==> config.mk <==
export PLATFORM = sky130hd
export DESIGN_NAME = varint_delta_codec_unit
export DESIGN_NICKNAME = d
export VERILOG_FILES = /design/src/design/vdc_pkg.sv /design/src/design/vdc_serial_add.sv /design/src/design/varint_delta_codec_unit.sv
export VERILOG_INCLUDE_DIRS = /design/src /design/src/design
export SDC_FILE = /design/constraint.sdc
export NUM_CORES = 1
export LEC_CHECK = 0
export BUFFER_PORTS_ARGS = -buffer_cell sky130_fd_sc_hd__buf_2
export CAP_MARGIN = 10
export CORE_MARGIN = 2
export CORE_UTILIZATION = 50
export DETAILED_ROUTE_END_ITERATION = 12
export PLACE_DENSITY = 0.72
export RECOVER_POWER = 25
export SYNTH_ARGS = -nofsm -noshare
export SYNTH_HDL_FRONTEND = slang
export SYNTH_HIERARCHICAL = 1
export SYNTH_SLANG_ARGS = --single-unit
export TNS_END_PERCENT = 20
==> constraint.sdc <==
create_clock -name aclk -period 4.7 [get_ports aclk]
set_input_delay 1.175 -clock aclk [delete_from_list [all_inputs] [get_ports aclk]]
set_output_delay 1.175 -clock aclk [all_outputs]
set_load 0.01 [all_outputs]
==> src/design/varint_delta_codec_unit_defines.svh <==
// Assertion macros shared by the codec RTL
`ifndef VARINT_DELTA_CODEC_UNIT_DEFINES_SVH
`define VARINT_DELTA_CODEC_UNIT_DEFINES_SVH

// Same-cycle implication, disabled while reset is asserted
`define VDC_ASSERT_NOW(label, clk, rst_n, ante, cons) \
    label: assert property (@(posedge clk) disable iff (!(rst_n)) (ante) |-> (cons)) \
        else $error("codec check failed: same-cycle implication");

// Next-cycle implication, disabled while reset is asserted
`define VDC_ASSERT_NEXT(label, clk, rst_n, ante, cons) \
    label: assert property (@(posedge clk) disable iff (!(rst_n)) (ante) |=> (cons)) \
        else $error("codec check failed: next-cycle implication");

`endif

==> src/design/vdc_pkg.sv <==
`timescale 1ns / 1ps

package vdc_pkg;

    // Word and digit geometry of the serial adder
    localparam int unsigned WORD_W   = 32;
    localparam int unsigned DIGIT_W  = 8;
    localparam int unsigned N_DIGITS = WORD_W / DIGIT_W;
    localparam int unsigned DCNT_W   = $clog2(N_DIGITS);

    // Varint group format
    localparam int unsigned GROUP_W    = 7;
    localparam logic [2:0]  MAX_GROUPS = 3'd5;

    // Configuration register indexes
    localparam logic CFG_DECODE_MODE  = 1'b0;
    localparam logic CFG_DELTA_ENABLE = 1'b1;

    // Request to the serial adder
    typedef struct packed {
        logic start;
        logic sub;
    } add_req_t;

    // Status from the serial adder
    typedef struct packed {
        logic busy;
        logic done;
    } add_sts_t;

endpackage

==> src/design/vdc_serial_add.sv <==
`timescale 1ns / 1ps

// Digit-serial adder/subtractor: one byte digit per cycle, LSB digit first.
module vdc_serial_add (
    input  logic                          aclk,
    input  logic                          aresetn,
    input  vdc_pkg::add_req_t             req,
    input  logic [vdc_pkg::WORD_W-1:0]    op_a,
    input  logic [vdc_pkg::WORD_W-1:0]    op_b,
    output logic [vdc_pkg::WORD_W-1:0]    sum,
    output vdc_pkg::add_sts_t             sts
);

    logic [vdc_pkg::WORD_W-1:0]  a_reg, a_next;
    logic [vdc_pkg::WORD_W-1:0]  b_reg, b_next;
    logic [vdc_pkg::WORD_W-1:0]  sum_reg, sum_next;
    logic                        carry_reg, carry_next;
    logic [vdc_pkg::DCNT_W-1:0]  cnt_reg, cnt_next;
    logic                        busy_reg, busy_next;
    logic                        done_reg, done_next;
    logic [vdc_pkg::DIGIT_W:0]   digit_sum;

    // Add the low digits of both shift registers with the running carry
    assign digit_sum = {1'b0, a_reg[vdc_pkg::DIGIT_W-1:0]}
                     + {1'b0, b_reg[vdc_pkg::DIGIT_W-1:0]}
                     + {{vdc_pkg::DIGIT_W{1'b0}}, carry_reg};

    always_comb begin
        a_next     = a_reg;
        b_next     = b_reg;
        sum_next   = sum_reg;
        carry_next = carry_reg;
        cnt_next   = cnt_reg;
        busy_next  = busy_reg;
        done_next  = 1'b0;
        if (req.start) begin
            // Load operands; subtract as a + ~b + 1
            a_next     = op_a;
            b_next     = req.sub ? ~op_b : op_b;
            carry_next = req.sub;
            cnt_next   = '0;
            busy_next  = 1'b1;
        end else if (busy_reg) begin
            // Shift one digit through, result enters from the top
            a_next     = a_reg >> vdc_pkg::DIGIT_W;
            b_next     = b_reg >> vdc_pkg::DIGIT_W;
            sum_next   = {digit_sum[vdc_pkg::DIGIT_W-1:0],
                          sum_reg[vdc_pkg::WORD_W-1:vdc_pkg::DIGIT_W]};
            carry_next = digit_sum[vdc_pkg::DIGIT_W];
            cnt_next   = cnt_reg + 1'b1;
            if (cnt_reg == vdc_pkg::DCNT_W'(vdc_pkg::N_DIGITS - 1)) begin
                busy_next = 1'b0;
                done_next = 1'b1;
            end
        end
    end

    always_ff @(posedge aclk) begin
        if (!aresetn) begin
            cnt_reg  <= '0;
            busy_reg <= 1'b0;
            done_reg <= 1'b0;
        end else begin
            cnt_reg  <= cnt_next;
            busy_reg <= busy_next;
            done_reg <= done_next;
        end
    end

    always_ff @(posedge aclk) begin
        a_reg     <= a_next;
        b_reg     <= b_next;
        sum_reg   <= sum_next;
        carry_reg <= carry_next;
    end

    assign sum      = sum_reg;
    assign sts.busy = busy_reg;
    assign sts.done = done_reg;

endmodule

==> src/design/varint_delta_codec_unit.sv <==
`timescale 1ns / 1ps
// Variable-byte integer codec for 32-bit values with optional delta coding. In encode
// mode (decode_mode = 0) each input beat on s_* yields one to five byte beats on m_*,
// seven bits each, least significant group first, bit 7 set on all but the last, which
// carries m_tlast. In decode mode one byte arrives per input beat; the byte with bit 7
// clear finishes the code and yields one value beat (m_tlast always set, m_tuser flags a
// code longer than five bytes). s_tuser starts a run and clears the delta base. The
// difference or sum runs through a byte-serial adder; the sequencer waits for its done
// strobe, moves the sum into a work register and then sends the result: in encode the
// n byte beats of the code, held back by output stalls, in decode the one value beat.
// A continuation byte in decode leaves the sequencer in idle, so input stays ready for
// the next byte. A finished beat waits in the output register while the next item is
// taken. Configuration writes go through cfg_wr_en / cfg_index / cfg_wdata and belong in
// idle periods only.
`include "varint_delta_codec_unit_defines.svh"

module varint_delta_codec_unit (
    input  logic        aclk,
    input  logic        aresetn,
    // Configuration write port
    input  logic        cfg_wr_en,
    input  logic        cfg_index,
    input  logic        cfg_wdata,
    // Input stream
    input  logic        s_tvalid,
    output logic        s_tready,
    input  logic [31:0] s_tdata,   // [31:0] in_data
    input  logic        s_tuser,   // [0] start_of_run
    // Output stream
    output logic        m_tvalid,
    input  logic        m_tready,
    output logic [31:0] m_tdata,   // [31:0] out_data
    output logic        m_tlast,
    output logic        m_tuser    // [0] overlong
);

    typedef enum logic [3:0] {
        S_IDLE  = 4'b0001,
        S_ARITH = 4'b0010,
        S_EMIT  = 4'b0100,
        S_OUT   = 4'b1000
    } state_t;

    state_t       state_reg, state_next;
    logic         decode_mode_reg, delta_en_reg;
    logic [31:0]  base_reg, base_next;
    logic [31:0]  acc_reg, acc_next;
    logic [2:0]   idx_reg, idx_next;
    logic         over_reg, over_next;
    logic         pend_over_reg, pend_over_next;
    logic [31:0]  work_reg, work_next;
    logic         m_valid_reg, m_valid_next;
    logic [31:0]  m_data_reg, m_data_next;
    logic         m_last_reg, m_last_next;
    logic         m_over_reg, m_over_next;

    vdc_pkg::add_req_t add_req;
    vdc_pkg::add_sts_t add_sts;
    logic [31:0]  add_a, add_b, add_sum;

    logic         accept, slot_free, emit_more, out_load;
    logic [31:0]  base_eff, acc_eff, acc_new;
    logic [2:0]   idx_eff, idx_new;
    logic         over_eff, over_new;

    // Place a 7-bit group at its position in the word; fifth group loses its top bits
    function automatic logic [31:0] place_group(input logic [6:0] g, input logic [2:0] idx);
        logic [31:0] w;
        w = '0;
        unique case (idx)
            3'd0:    w = {25'b0, g};
            3'd1:    w = {18'b0, g, 7'b0};
            3'd2:    w = {11'b0, g, 14'b0};
            3'd3:    w = {4'b0, g, 21'b0};
            3'd4:    w = {g[3:0], 28'b0};
            default: w = '0;
        endcase
        return w;
    endfunction

    vdc_serial_add u_add (
        .aclk    (aclk),
        .aresetn (aresetn),
        .req     (add_req),
        .op_a    (add_a),
        .op_b    (add_b),
        .sum     (add_sum),
        .sts     (add_sts)
    );

    assign s_tready  = (state_reg == S_IDLE);
    assign accept    = s_tvalid && s_tready;
    assign slot_free = !m_valid_reg || m_tready;
    assign emit_more = |work_reg[31:vdc_pkg::GROUP_W];
    assign out_load  = slot_free && ((state_reg == S_EMIT) || (state_reg == S_OUT));

    // Start flag clears the delta base and any unfinished code
    assign base_eff = s_tuser ? '0 : base_reg;
    assign acc_eff  = s_tuser ? '0 : acc_reg;
    assign idx_eff  = s_tuser ? '0 : idx_reg;
    assign over_eff = s_tuser ? 1'b0 : over_reg;

    // Gather the incoming group or flag an overlong code
    always_comb begin
        if (idx_eff < vdc_pkg::MAX_GROUPS) begin
            acc_new  = acc_eff | place_group(s_tdata[6:0], idx_eff);
            idx_new  = idx_eff + 3'd1;
            over_new = over_eff;
        end else begin
            acc_new  = acc_eff;
            idx_new  = idx_eff;
            over_new = 1'b1;
        end
    end

    always_comb begin
        state_next     = state_reg;
        base_next      = base_reg;
        acc_next       = acc_reg;
        idx_next       = idx_reg;
        over_next      = over_reg;
        pend_over_next = pend_over_reg;
        work_next      = work_reg;
        m_valid_next   = m_valid_reg && !m_tready;
        m_data_next    = m_data_reg;
        m_last_next    = m_last_reg;
        m_over_next    = m_over_reg;
        add_req.start  = 1'b0;
        add_req.sub    = 1'b0;
        add_a          = s_tdata;
        add_b          = delta_en_reg ? base_eff : '0;

        unique case (state_reg)
            S_IDLE: begin
                if (accept) begin
                    if (!decode_mode_reg) begin
                        // Encode: difference against the previous value when delta coding is on, else against zero
                        add_req.start = 1'b1;
                        add_req.sub   = 1'b1;
                        base_next     = s_tdata;
                        state_next    = S_ARITH;
                    end else begin
                        base_next = base_eff;
                        if (s_tdata[7]) begin
                            // Continuation byte: hold the partial code
                            acc_next  = acc_new;
                            idx_next  = idx_new;
                            over_next = over_new;
                        end else begin
                            // Final byte: add the running sum
                            add_req.start  = 1'b1;
                            add_a          = acc_new;
                            pend_over_next = over_new;
                            acc_next       = '0;
                            idx_next       = '0;
                            over_next      = 1'b0;
                            state_next     = S_ARITH;
                        end
                    end
                end
            end
            S_ARITH: begin
                if (add_sts.done) begin
                    work_next  = add_sum;
                    state_next = decode_mode_reg ? S_OUT : S_EMIT;
                end
            end
            S_EMIT: begin
                // Emit one group per beat, low group first
                if (slot_free) begin
                    m_valid_next = 1'b1;
                    m_data_next  = {24'b0, emit_more, work_reg[6:0]};
                    m_last_next  = !emit_more;
                    m_over_next  = 1'b0;
                    work_next    = work_reg >> vdc_pkg::GROUP_W;
                    if (!emit_more) begin
                        state_next = S_IDLE;
                    end
                end
            end
            S_OUT: begin
                // Emit the decoded value and keep it as the next base
                if (slot_free) begin
                    m_valid_next = 1'b1;
                    m_data_next  = work_reg;
                    m_last_next  = 1'b1;
                    m_over_next  = pend_over_reg;
                    base_next    = work_reg;
                    state_next   = S_IDLE;
                end
            end
            default: state_next = S_IDLE;
        endcase
    end

    // Control and state registers
    always_ff @(posedge aclk) begin
        if (!aresetn) begin
            state_reg       <= S_IDLE;
            decode_mode_reg <= 1'b0;
            delta_en_reg    <= 1'b0;
            base_reg        <= '0;
            acc_reg         <= '0;
            idx_reg         <= '0;
            over_reg        <= 1'b0;
            m_valid_reg     <= 1'b0;
        end else begin
            state_reg   <= state_next;
            base_reg    <= base_next;
            acc_reg     <= acc_next;
            idx_reg     <= idx_next;
            over_reg    <= over_next;
            m_valid_reg <= m_valid_next;
            if (cfg_wr_en) begin
                unique case (cfg_index)
                    vdc_pkg::CFG_DECODE_MODE:  decode_mode_reg <= cfg_wdata;
                    vdc_pkg::CFG_DELTA_ENABLE: delta_en_reg    <= cfg_wdata;
                    default: ;
                endcase
            end
        end
    end

    // Payload registers
    always_ff @(posedge aclk) begin
        pend_over_reg <= pend_over_next;
        work_reg      <= work_next;
        m_data_reg    <= m_data_next;
        m_last_reg    <= m_last_next;
        m_over_reg    <= m_over_next;
    end

    assign m_tvalid = m_valid_reg;
    assign m_tdata  = m_data_reg;
    assign m_tlast  = m_last_reg;
    assign m_tuser  = m_over_reg;

    // Adder finishes only while the sequencer waits on it
    `VDC_ASSERT_NOW(a_done_in_arith, aclk, aresetn, add_sts.done, state_reg == S_ARITH)
    // No input is taken while the adder is running
    `VDC_ASSERT_NOW(a_idle_adder, aclk, aresetn, s_tready, !add_sts.busy)
    // Last byte of an encoded value returns the sequencer to idle
    `VDC_ASSERT_NEXT(a_emit_end, aclk, aresetn, out_load && (state_reg == S_EMIT) && !emit_more,
                     state_reg == S_IDLE)
    // Overlong flag only rides on a final beat
    `VDC_ASSERT_NOW(a_over_last, aclk, aresetn, m_valid_reg && m_over_reg, m_last_reg)

endmodule

Yosys cells after proc, flatten, opt, wreduce, memory -nomap -nowiden

Cells that the tools add are included.

Mux-type cells: 59
Bitwise gates (word level): 7
Equality and inequality tests: 15
Reduce and logical (&&, ||, !) cells: 24
$add $sub $neg: 4
$lt $le $gt $ge: 1

Operator list:

| kind                 | number |
|---|---|
| $mux W32             | 21 |
| $pmux W32 S2         | 3 |
| $pmux W32 S5         | 1 |
| $mux W4              | 8 |
| $not A32 Y32         | 1 |
| $or A32 B32 Y32      | 1 |
| $reduce_or A25 Y1    | 1 |
| $mux W1              | 18 |
| $pmux W4 S4          | 1 |
| $reduce_and A3 Y1    | 4 |
| $add A8 B8 Y9        | 1 |
| $add A9 B1 Y9        | 1 |
| $mux W3              | 3 |
| $reduce_bool A2 Y1   | 4 |
| $eq A3 B2 Y1 const B | 2 |
| $ne A2 B2 Y1 const B | 3 |
| $reduce_and A2 Y1    | 3 |
| $reduce_and A6 Y1    | 1 |
| $not A1 Y1           | 5 |
| $eq A4 B1 Y1 const B | 1 |
| $eq A4 B2 Y1 const B | 1 |
| $eq A4 B3 Y1 const B | 1 |
| $eq A4 B4 Y1 const B | 1 |
| $mux W2              | 2 |
| other kinds (16)     | 22 |

Word-level logic and storage cells: 130
Register bits: 243
Input port bits: 40
Output and inout port bits: 36

Depth between registers and ports, before layout

Gate-level depths: netlist of the first run.

Word-level depth: 11
Mapped depth: 11
Gate-level depth less buffers: 7

Hierarchy

Netlist of the first run, hierarchy kept.

Modules (own cells, without submodules):

| module                  | cells an instance | area an instance (um^2) | sequential area each (um^2) | times used |
|---|---|---|---|---|
| varint_delta_codec_unit | 731               | 7034.2                  | 3513.4                      | 1 |
| vdc_serial_add          | 296               | 4391.7                  | 2992.9                      | 1 |

Worst setup path before layout of the first run

OpenSTA, ideal clock, no wires.

Kind: flip-flop to flip-flop
Start point: reg state_reg[2]
End point: reg u_add/a_reg[0] (netlist name), enable pin
Buffers on the path: 4
Arrival: 3.433 ns
Clock period less this slack: 3.860 ns
Path slack: 0.840 ns
Stages on the path, launching flop included: 10
Library setup time: 0.427 ns
Required time: 4.273 ns
Cells stage by stage: dfxtp_1 buf_6 or4b_1 buf_2 inv_1 nand2_1 a21oi_1 buf_4 buf_2 or2_1

RTL lines:

| item                   | line                           | source |
|---|---|---|
| start, declared        | varint_delta_codec_unit.sv:44  | `state_t state_reg, state_next;` |
| start signal, assigned | varint_delta_codec_unit.sv:208 | `state_reg <= state_next;` |
| end signal, assigned   | vdc_serial_add.sv:71           | `a_reg <= a_next;` |
| end, declared          | vdc_serial_add.sv:14           | `logic [vdc_pkg::WORD_W-1:0] a_reg, a_next;` |

Final worst setup path of the first run

Start point: reg state_reg[2]
End point: reg work_reg[27], enable pin

Longest elaborated chain between the ends: 3
Elaborated cells between the ends (all ways): 6
Those cells by class: eq/ne: 4; reduce/logical: 2

Ends and longest elaborated chain:

| item                                                  | line                           | source |
|---|---|---|
| $eq A4 B2 Y1 or $eq A4 B3 Y1 (tied branches)          | varint_delta_codec_unit.sv:133 | `unique case (state_reg)` |
| $ne A2 B1 Y1 (no source line) (tied with other cells) | -                              |  |
| $reduce_and A3 Y1 (no source line) (*)                | -                              |  |
| end signal, assigned                                  | varint_delta_codec_unit.sv:227 | `work_reg <= work_next;` |
| end, declared                                         | varint_delta_codec_unit.sv:51  | `logic [31:0] work_reg, work_next;` |

Mark *: on every way between the ends. The rest lies on a longest branch, timed or not.
A chain may end at the register's enable or synchronous reset.

==> insert_results.sql, run 1 <==
INSERT INTO impl_metrics (metric_group, metric, value, unit) VALUES
('power', 'seq_power_share', '0.481', ''),
('cts', 'clk_pin_slew', '60', 'ps'),
('timing', 'rsz0062_at_grt', 'false', ''),
('timing', 'fmax', '0.300', 'GHz'),
('detailed_routing', 'detail_route.drc_violations', '0', ''),
('synth', 'syn-num-nets', '1077', ''),
('power', 'p_int', '4.10', 'mW'),
('critical_path', 'critical-path-slowest-cell', 'clkbuf_1', ''),
('detailed_routing', 'violation_count_after_the_first_detailed_routing_iteration', '629', ''),
('cts', 'htreeDepth', '1', ''),
('worst_hold_path', 'worst_hold_startpoint', 'u_add/sum[8]$_DFFE_PP_', ''),
('cts', 'postCtsHoldBufs', '0', ''),
('detailed_routing', 'detail_route.first_pass.iterations', '5', ''),
('flow_run', 'drv_cap', '3', ''),
('critical_path', 'startpoint', 'state_reg[2]$_SDFFE_PN0P_', ''),
('die', 'core.rowCount', '55', ''),
('critical_path', 'setup.worst_path.end_class', 'register', ''),
('global_route', 'gr-usage-all-layers', '0.239', ''),
('timing', 'worst_hold_slack', '447', 'ps'),
('critical_path', 'worst_r2r_startpoint', 'state_reg[2]$_SDFFE_PN0P_', ''),
('place', 'placed_cells', '1318', ''),
('power', 'p_sw_frac', '0.251', ''),
('die', 'floorplan.core_area', '0.0225', 'mm2'),
('place', 'post-place-ws', '1380', 'ps'),
('power', 'netsw', '1.37', 'mW'),
('timing', 'total_negative_slack_for_setup_checks', '0', 'ps'),
('timing', 'final.setup_skew', '9.63', 'ps'),
('cts', 'post_cts.repair.setup_buffers', '0', ''),
('timing', 'fin_ws', '1370', 'ps'),
('synth', 'synth_warn', '6', ''),
('timing', 'final_hold_viol_count', '0', ''),
('detailed_routing', 'vias', '8404', ''),
('global_route', 'grt_antenna_before_repair', '2', ''),
('global_route', 'first_global_vias', '7775', ''),
('place', 'finalWeightedCongestion', '0.879', ''),
('critical_path', 'path_max_fanout', '36', ''),
('worst_hold_path', 'holdCritPathClass', 'register to register', ''),
('critical_path', 'crit_path_start_kind', 'register', ''),
('power', 'clkPwrFrac', '0.387', ''),
('layout', 'final_nets', '1112', ''),
('detailed_routing', 'detail_route.vias_per_cell', '6.15', ''),
('global_route', 'first_pass_grt_wire_length', '44600', 'um'),
('detailed_routing', 'ant_nets', '0', ''),
('timing', 'layout_worst_path_cycle_share', '0.708', ''),
('outcome', 'failed_checks', 'max-capacitance violations, max-slew violations', ''),
('global_route', 'grt_max_degree', '73', ''),
('power', 'design_power_total', '5.47', 'mW'),
('cts', 'clk-insertion-delay-late', '530', 'ps'),
('place', 'dp_hpwl', '19000', 'um'),
('timing', 'max_slew_margin', '-0.276', ''),
('cts', 'tritoncts_buffers', '26', ''),
('layout', 'drive_gt1_frac', '0.169', ''),
('critical_path', 'worstSetupPathType', 'register to register', ''),
('synth', 'postSynthAreaPerCell', '11.1', 'um2'),
('cts', 'cts_resized', '0', ''),
('critical_path', 'worst_path_largest_cell_delay', '1410', 'ps'),
('die', 'die_area', '0.0241', 'mm2'),
('power', 'power.share.combinational', '0.133', ''),
('timing', 'minimum_clock_period', '3330', 'ps'),
('synth', 'synthCells', '1026', ''),
('die', 'die-height', '155', 'um'),
('outcome', 'run_status', 'finished, violations left', ''),
('die', 'initial_utilization', '0.507', ''),
('detailed_routing', 'post_drt_wl_per_cell', '21.4', 'um'),
('synth', 'netlist_area', '0.0114', 'mm2'),
('critical_path', 'crit_chain', 'nor4b_1 > clkbuf_1 > a22o_1 > buf_4', ''),
('critical_path', 'worst_ep_arrival_time', '3510', 'ps'),
('timing', 'tightestPinTransition', '1910', 'ps'),
('critical_path', 'worst-endpoint-required', '4880', 'ps'),
('cts', 'clock_tree.buffer_depth', '3', ''),
('critical_path', 'worst_path_dominant_cell_family', 'buffers and inverters', ''),
('power', 'power_density', '427', 'mW/mm2'),
('cts', 'tritoncts', 'built', ''),
('die', 'io_pins', '76', ''),
('cts', 'tritoncts_num_sinks', '243', ''),
('place', 'port_buffers', '75', ''),
('global_route', 'overflow', '0', ''),
('critical_path', 'buffer_and_inverter_count_on_the_worst_path', '2', ''),
('die', 'die_w', '155', 'um'),
('timing', 'number_of_setup_violations_in_the_final_report', '0', ''),
('detailed_routing', 'routed_wl', '29200', 'um'),
('power', 'power.ir.vdd_worst', '0.000273', 'V'),
('timing', 'final_max_slew_viol_count', '118', ''),
('cts', 'cts_root_buffer', 'clkbuf_16', ''),
('power', 'leakage', '4.43', 'nW'),
('layout', 'area.growth.synth_to_final', '12.2', '%'),
('layout', 'layout.cells.non_filler', '1367', '');
per-layer routing:
layer,GRT usage,share of wire,vias up
li1,-,-,3867
met1,0.331,0.41,4033
met2,0.384,0.47,450
met3,0.0437,0.095,54
met4,0.0785,0.030,0
met5,0,0,-
metrics by stage:
stage / util / instance area (um2)
2_1_floorplan: - / 11400
4_1_cts: 0.571 / 12800
3_5_place_dp: 0.531 / 12000
5_1_grt: 0.569 / 12800
6_report: 0.569 / 12800
3_3_place_gp: 0.531 / 12000
placed cells by master, fill, tap and decap left out, types with 37 or more instances in the layout:
master      n
a21oi_1    96
and2_1     57
buf_2      71
dfxtp_1    78
edfxtp_1  164
inv_1      43
mux2_2     37
nand2_1    45
nor2_1     73
o21ai_0    45
final cells by class:
class | count | area, um2
clock buffers | 31 | 689
multi-input cells | 650 | 4370
repair buffers | 96 | 517
flip-flops and latches | 243 | 6510
fillers | 1891 | 9690
well taps | 285 | 357
diodes | 1 | 2.50
clock inverters | 17 | 198
inverters | 44 | 165
power by group through the flow:
stage | Combinational, mW | Clock (mW) | Sequential, mW
floorplan | 0.550 | 0 | 2.64
finish | 0.728 | 2.12 | 2.63
global placement | 0.705 | 0 | 2.67
detailed placement | 0.722 | 0 | 2.68
CTS | 0.726 | 2.13 | 2.63
global route | 0.796 | 2.22 | 2.65
final timing paths:
kind                                 to  slack [ps]  cells after the start
max          work_reg[27]$_SDFFCE_PP0P_        1370                      4
min              u_add/sum[0]$_DFFE_PP_         450                      0
max reg2reg  work_reg[27]$_SDFFCE_PP0P_        1370                      4
min reg2reg      u_add/sum[0]$_DFFE_PP_         450                      0
Note: power is estimated with default switching activity, not from simulation.
==> inputs of run 2 (changes only) <==
- ABC_AREA: default -> 1
- PLACE_DENSITY: 0.72 -> 0.74
- clock period: 4.7 -> 2.9 ns (I/O delays scaled with it)
==> run 2 against run 1 <==
Net effect:
- the run still ends with max-capacitance violations, max-slew violations left
- sequential power up 110%
- critical endpoint is now u_add/b_reg[22]$_DFFE_PP_
- worst hold slack better by 1.1 ps
- count of clock-buffer cells in the layout unchanged
- utilization down 0.72 points
- largest power group unchanged
- first-iteration DRC count up 67%
- clock power up 52%
==> insert_results.sql, run 2 <==
INSERT INTO impl_metrics (metric_group, metric, value, unit) VALUES
('place', 'placed_cells', '1690', ''),
('die', 'core.rowCount', '56', ''),
('timing', 'minimum_clock_period', '2470', 'ps'),
('timing', 'final.setup_skew', '7.28', 'ps'),
('die', 'die_area', '0.0247', 'mm2'),
('die', 'io_pins', '76', ''),
('cts', 'tritoncts_num_sinks', '243', ''),
('cts', 'clk_pin_slew', '60', 'ps'),
('global_route', 'grt_max_degree', '72', ''),
('cts', 'cts_resized', '0', ''),
('die', 'initial_utilization', '0.504', ''),
('detailed_routing', 'detail_route.vias_per_cell', '5.47', ''),
('synth', 'synthCells', '1355', ''),
('outcome', 'failed_checks', 'max-capacitance violations, max-slew violations', ''),
('synth', 'synth_warn', '6', ''),
('timing', 'max_slew_margin', '-0.106', ''),
('place', 'dp_hpwl', '20700', 'um'),
('detailed_routing', 'post_drt_wl_per_cell', '17.6', 'um'),
('timing', 'layout_worst_path_cycle_share', '0.850', ''),
('layout', 'area.growth.synth_to_final', '11.4', '%'),
('place', 'port_buffers', '75', ''),
('cts', 'clock_tree.buffer_depth', '3', ''),
('cts', 'tritoncts', 'built', ''),
('synth', 'postSynthAreaPerCell', '8.66', 'um2'),
('cts', 'clk-insertion-delay-late', '530', 'ps'),
('layout', 'layout.cells.non_filler', '1738', ''),
('global_route', 'first_pass_grt_wire_length', '47400', 'um'),
('layout', 'drive_gt1_frac', '0.104', ''),
('detailed_routing', 'violation_count_after_the_first_detailed_routing_iteration', '1051', ''),
('global_route', 'first_global_vias', '8808', ''),
('place', 'place_area', '0.0123', 'mm2'),
('timing', 'worst_hold_slack', '448', 'ps'),
('global_route', 'globalRouteMet3Util', '0.0479', ''),
('timing', 'total_negative_slack_for_setup_checks', '0', 'ps'),
('power', 'power.ir.vdd_worst', '0.000882', 'V'),
('critical_path', 'path_max_fanout', '33', ''),
('power', 'power_density', '989', 'mW/mm2'),
('timing', 'fmax', '0.405', 'GHz'),
('timing', 'number_of_setup_violations_in_the_final_report', '0', ''),
('global_route', 'grtUsageMet1', '0.341', ''),
('global_route', 'grt_busiest_layer', 'met2', ''),
('die', 'die-height', '157', 'um'),
('timing', 'tightestPinTransition', '1660', 'ps'),
('global_route', 'met2_usage', '0.382', ''),
('layout', 'final_nets', '1450', ''),
('power', 'leakage', '5.06', 'nW'),
('cts', 'postCtsHoldBufs', '0', ''),
('critical_path', 'crit_path_start_kind', 'register', ''),
('global_route', 'overflow', '0', ''),
('global_route', 'gr-usage-all-layers', '0.248', ''),
('critical_path', 'setup.reg_to_reg.worst_slack', '430', 'ps'),
('layout', 'final_cell_mix', '450 x nand2_1, 164 x edfxtp_1, 119 x o21ai_0', ''),
('synth', 'netlist_area', '0.0117', 'mm2'),
('cts', 'cts_root_buffer', 'clkbuf_16', ''),
('timing', 'final_hold_viol_count', '0', ''),
('flow_run', 'drv_cap', '1', ''),
('worst_hold_path', 'holdCritPathClass', 'register to register', ''),
('cts', 'post_cts.repair.setup_buffers', '0', ''),
('detailed_routing', 'vias', '9507', ''),
('cts', 'htreeDepth', '1', ''),
('timing', 'rsz0062_at_grt', 'false', ''),
('place', 'finalWeightedCongestion', '0.872', ''),
('detailed_routing', 'detail_route.drc_violations', '0', ''),
('cts', 'tritoncts_buffers', '26', ''),
('layout', 'insertedDiodeCount', '0', ''),
('detailed_routing', 'ant_nets', '0', ''),
('layout', 'leading_cell_type_in_the_layout_fill_and_taps_excluded', 'nand2_1', ''),
('detailed_routing', 'detail_route.first_pass.iterations', '6', ''),
('synth', 'syn-num-nets', '1406', ''),
('die', 'die_w', '157', 'um'),
('critical_path', 'worstSetupPathType', 'register to register', ''),
('critical_path', 'worst-endpoint-required', '3180', 'ps'),
('outcome', 'run_status', 'finished, violations left', ''),
('critical_path', 'setup.worst_path.end_class', 'register', ''),
('global_route', 'grt_antenna_before_repair', '1', ''),
('detailed_routing', 'routed_wl', '30500', 'um'),
('die', 'floorplan.core_area', '0.0233', 'mm2'),
('critical_path', 'worst_ep_arrival_time', '2750', 'ps'),
('layout', 'post-route-cell-area', '0.0131', 'mm2'),
('timing', 'final_max_slew_viol_count', '34', '');
==> run 2: area by class of cell <==
class | count | area, um2
multi-input cells | 940 | 4440
clock inverters | 17 | 134
clock buffers | 31 | 691
inverters | 90 | 340
flip-flops and latches | 243 | 6510
fillers | 2055 | 10200
repair buffers | 98 | 557
well taps | 319 | 399
==> run 2: where the power goes <==
group	leakage, nW	switching, mW	internal [mW]	total (mW)
Clock	0.415	1.36	1.87	3.23
Sequential	2.19	0.466	5.15	5.62
Combinational	2.45	2.72	1.35	4.07
Total	5.06	4.55	8.37	12.9
==> run 2: metrics by stage <==
step	setup WS [ps]	utilization	total power, mW
final	434	0.562	12.9
after global routing	255	0.562	13.7
after CTS	615	0.564	12.9
after detailed placement	434	0.529	9.73
after global placement	460	0.529	9.56
after floorplan	-269	-	8.62
==> run 2: critical path: stages, from the launching register on <==
cell and delay (ps):
dfxtp_1 290, inv_1 40, clkbuf_1 1180, nor2_1 270, xnor2_1 350, o21ai_2 70
==> run 2: path summary, 6_finish.rpt <==
check	endpoint	cells after the start	start
max	u_add/b_reg[22]$_DFFE_PP_	5	delta_en_reg$_SDFFE_PN0P_
min reg2reg	u_add/sum[9]$_DFFE_PP_	0	u_add/sum[17]$_DFFE_PP_
max reg2reg	u_add/b_reg[22]$_DFFE_PP_	5	delta_en_reg$_SDFFE_PN0P_
min	u_add/sum[9]$_DFFE_PP_	0	u_add/sum[17]$_DFFE_PP_
==> run 2: layer usage <==
layer | share of wire | vias up | wire length [um]
met1 | 0.41 | 4394 | 12500
li1 | - | 4566 | -
met4 | 0.046 | 0 | 1420
met3 | 0.10 | 85 | 3060
met2 | 0.44 | 462 | 13600
met5 | 0 | - | 0
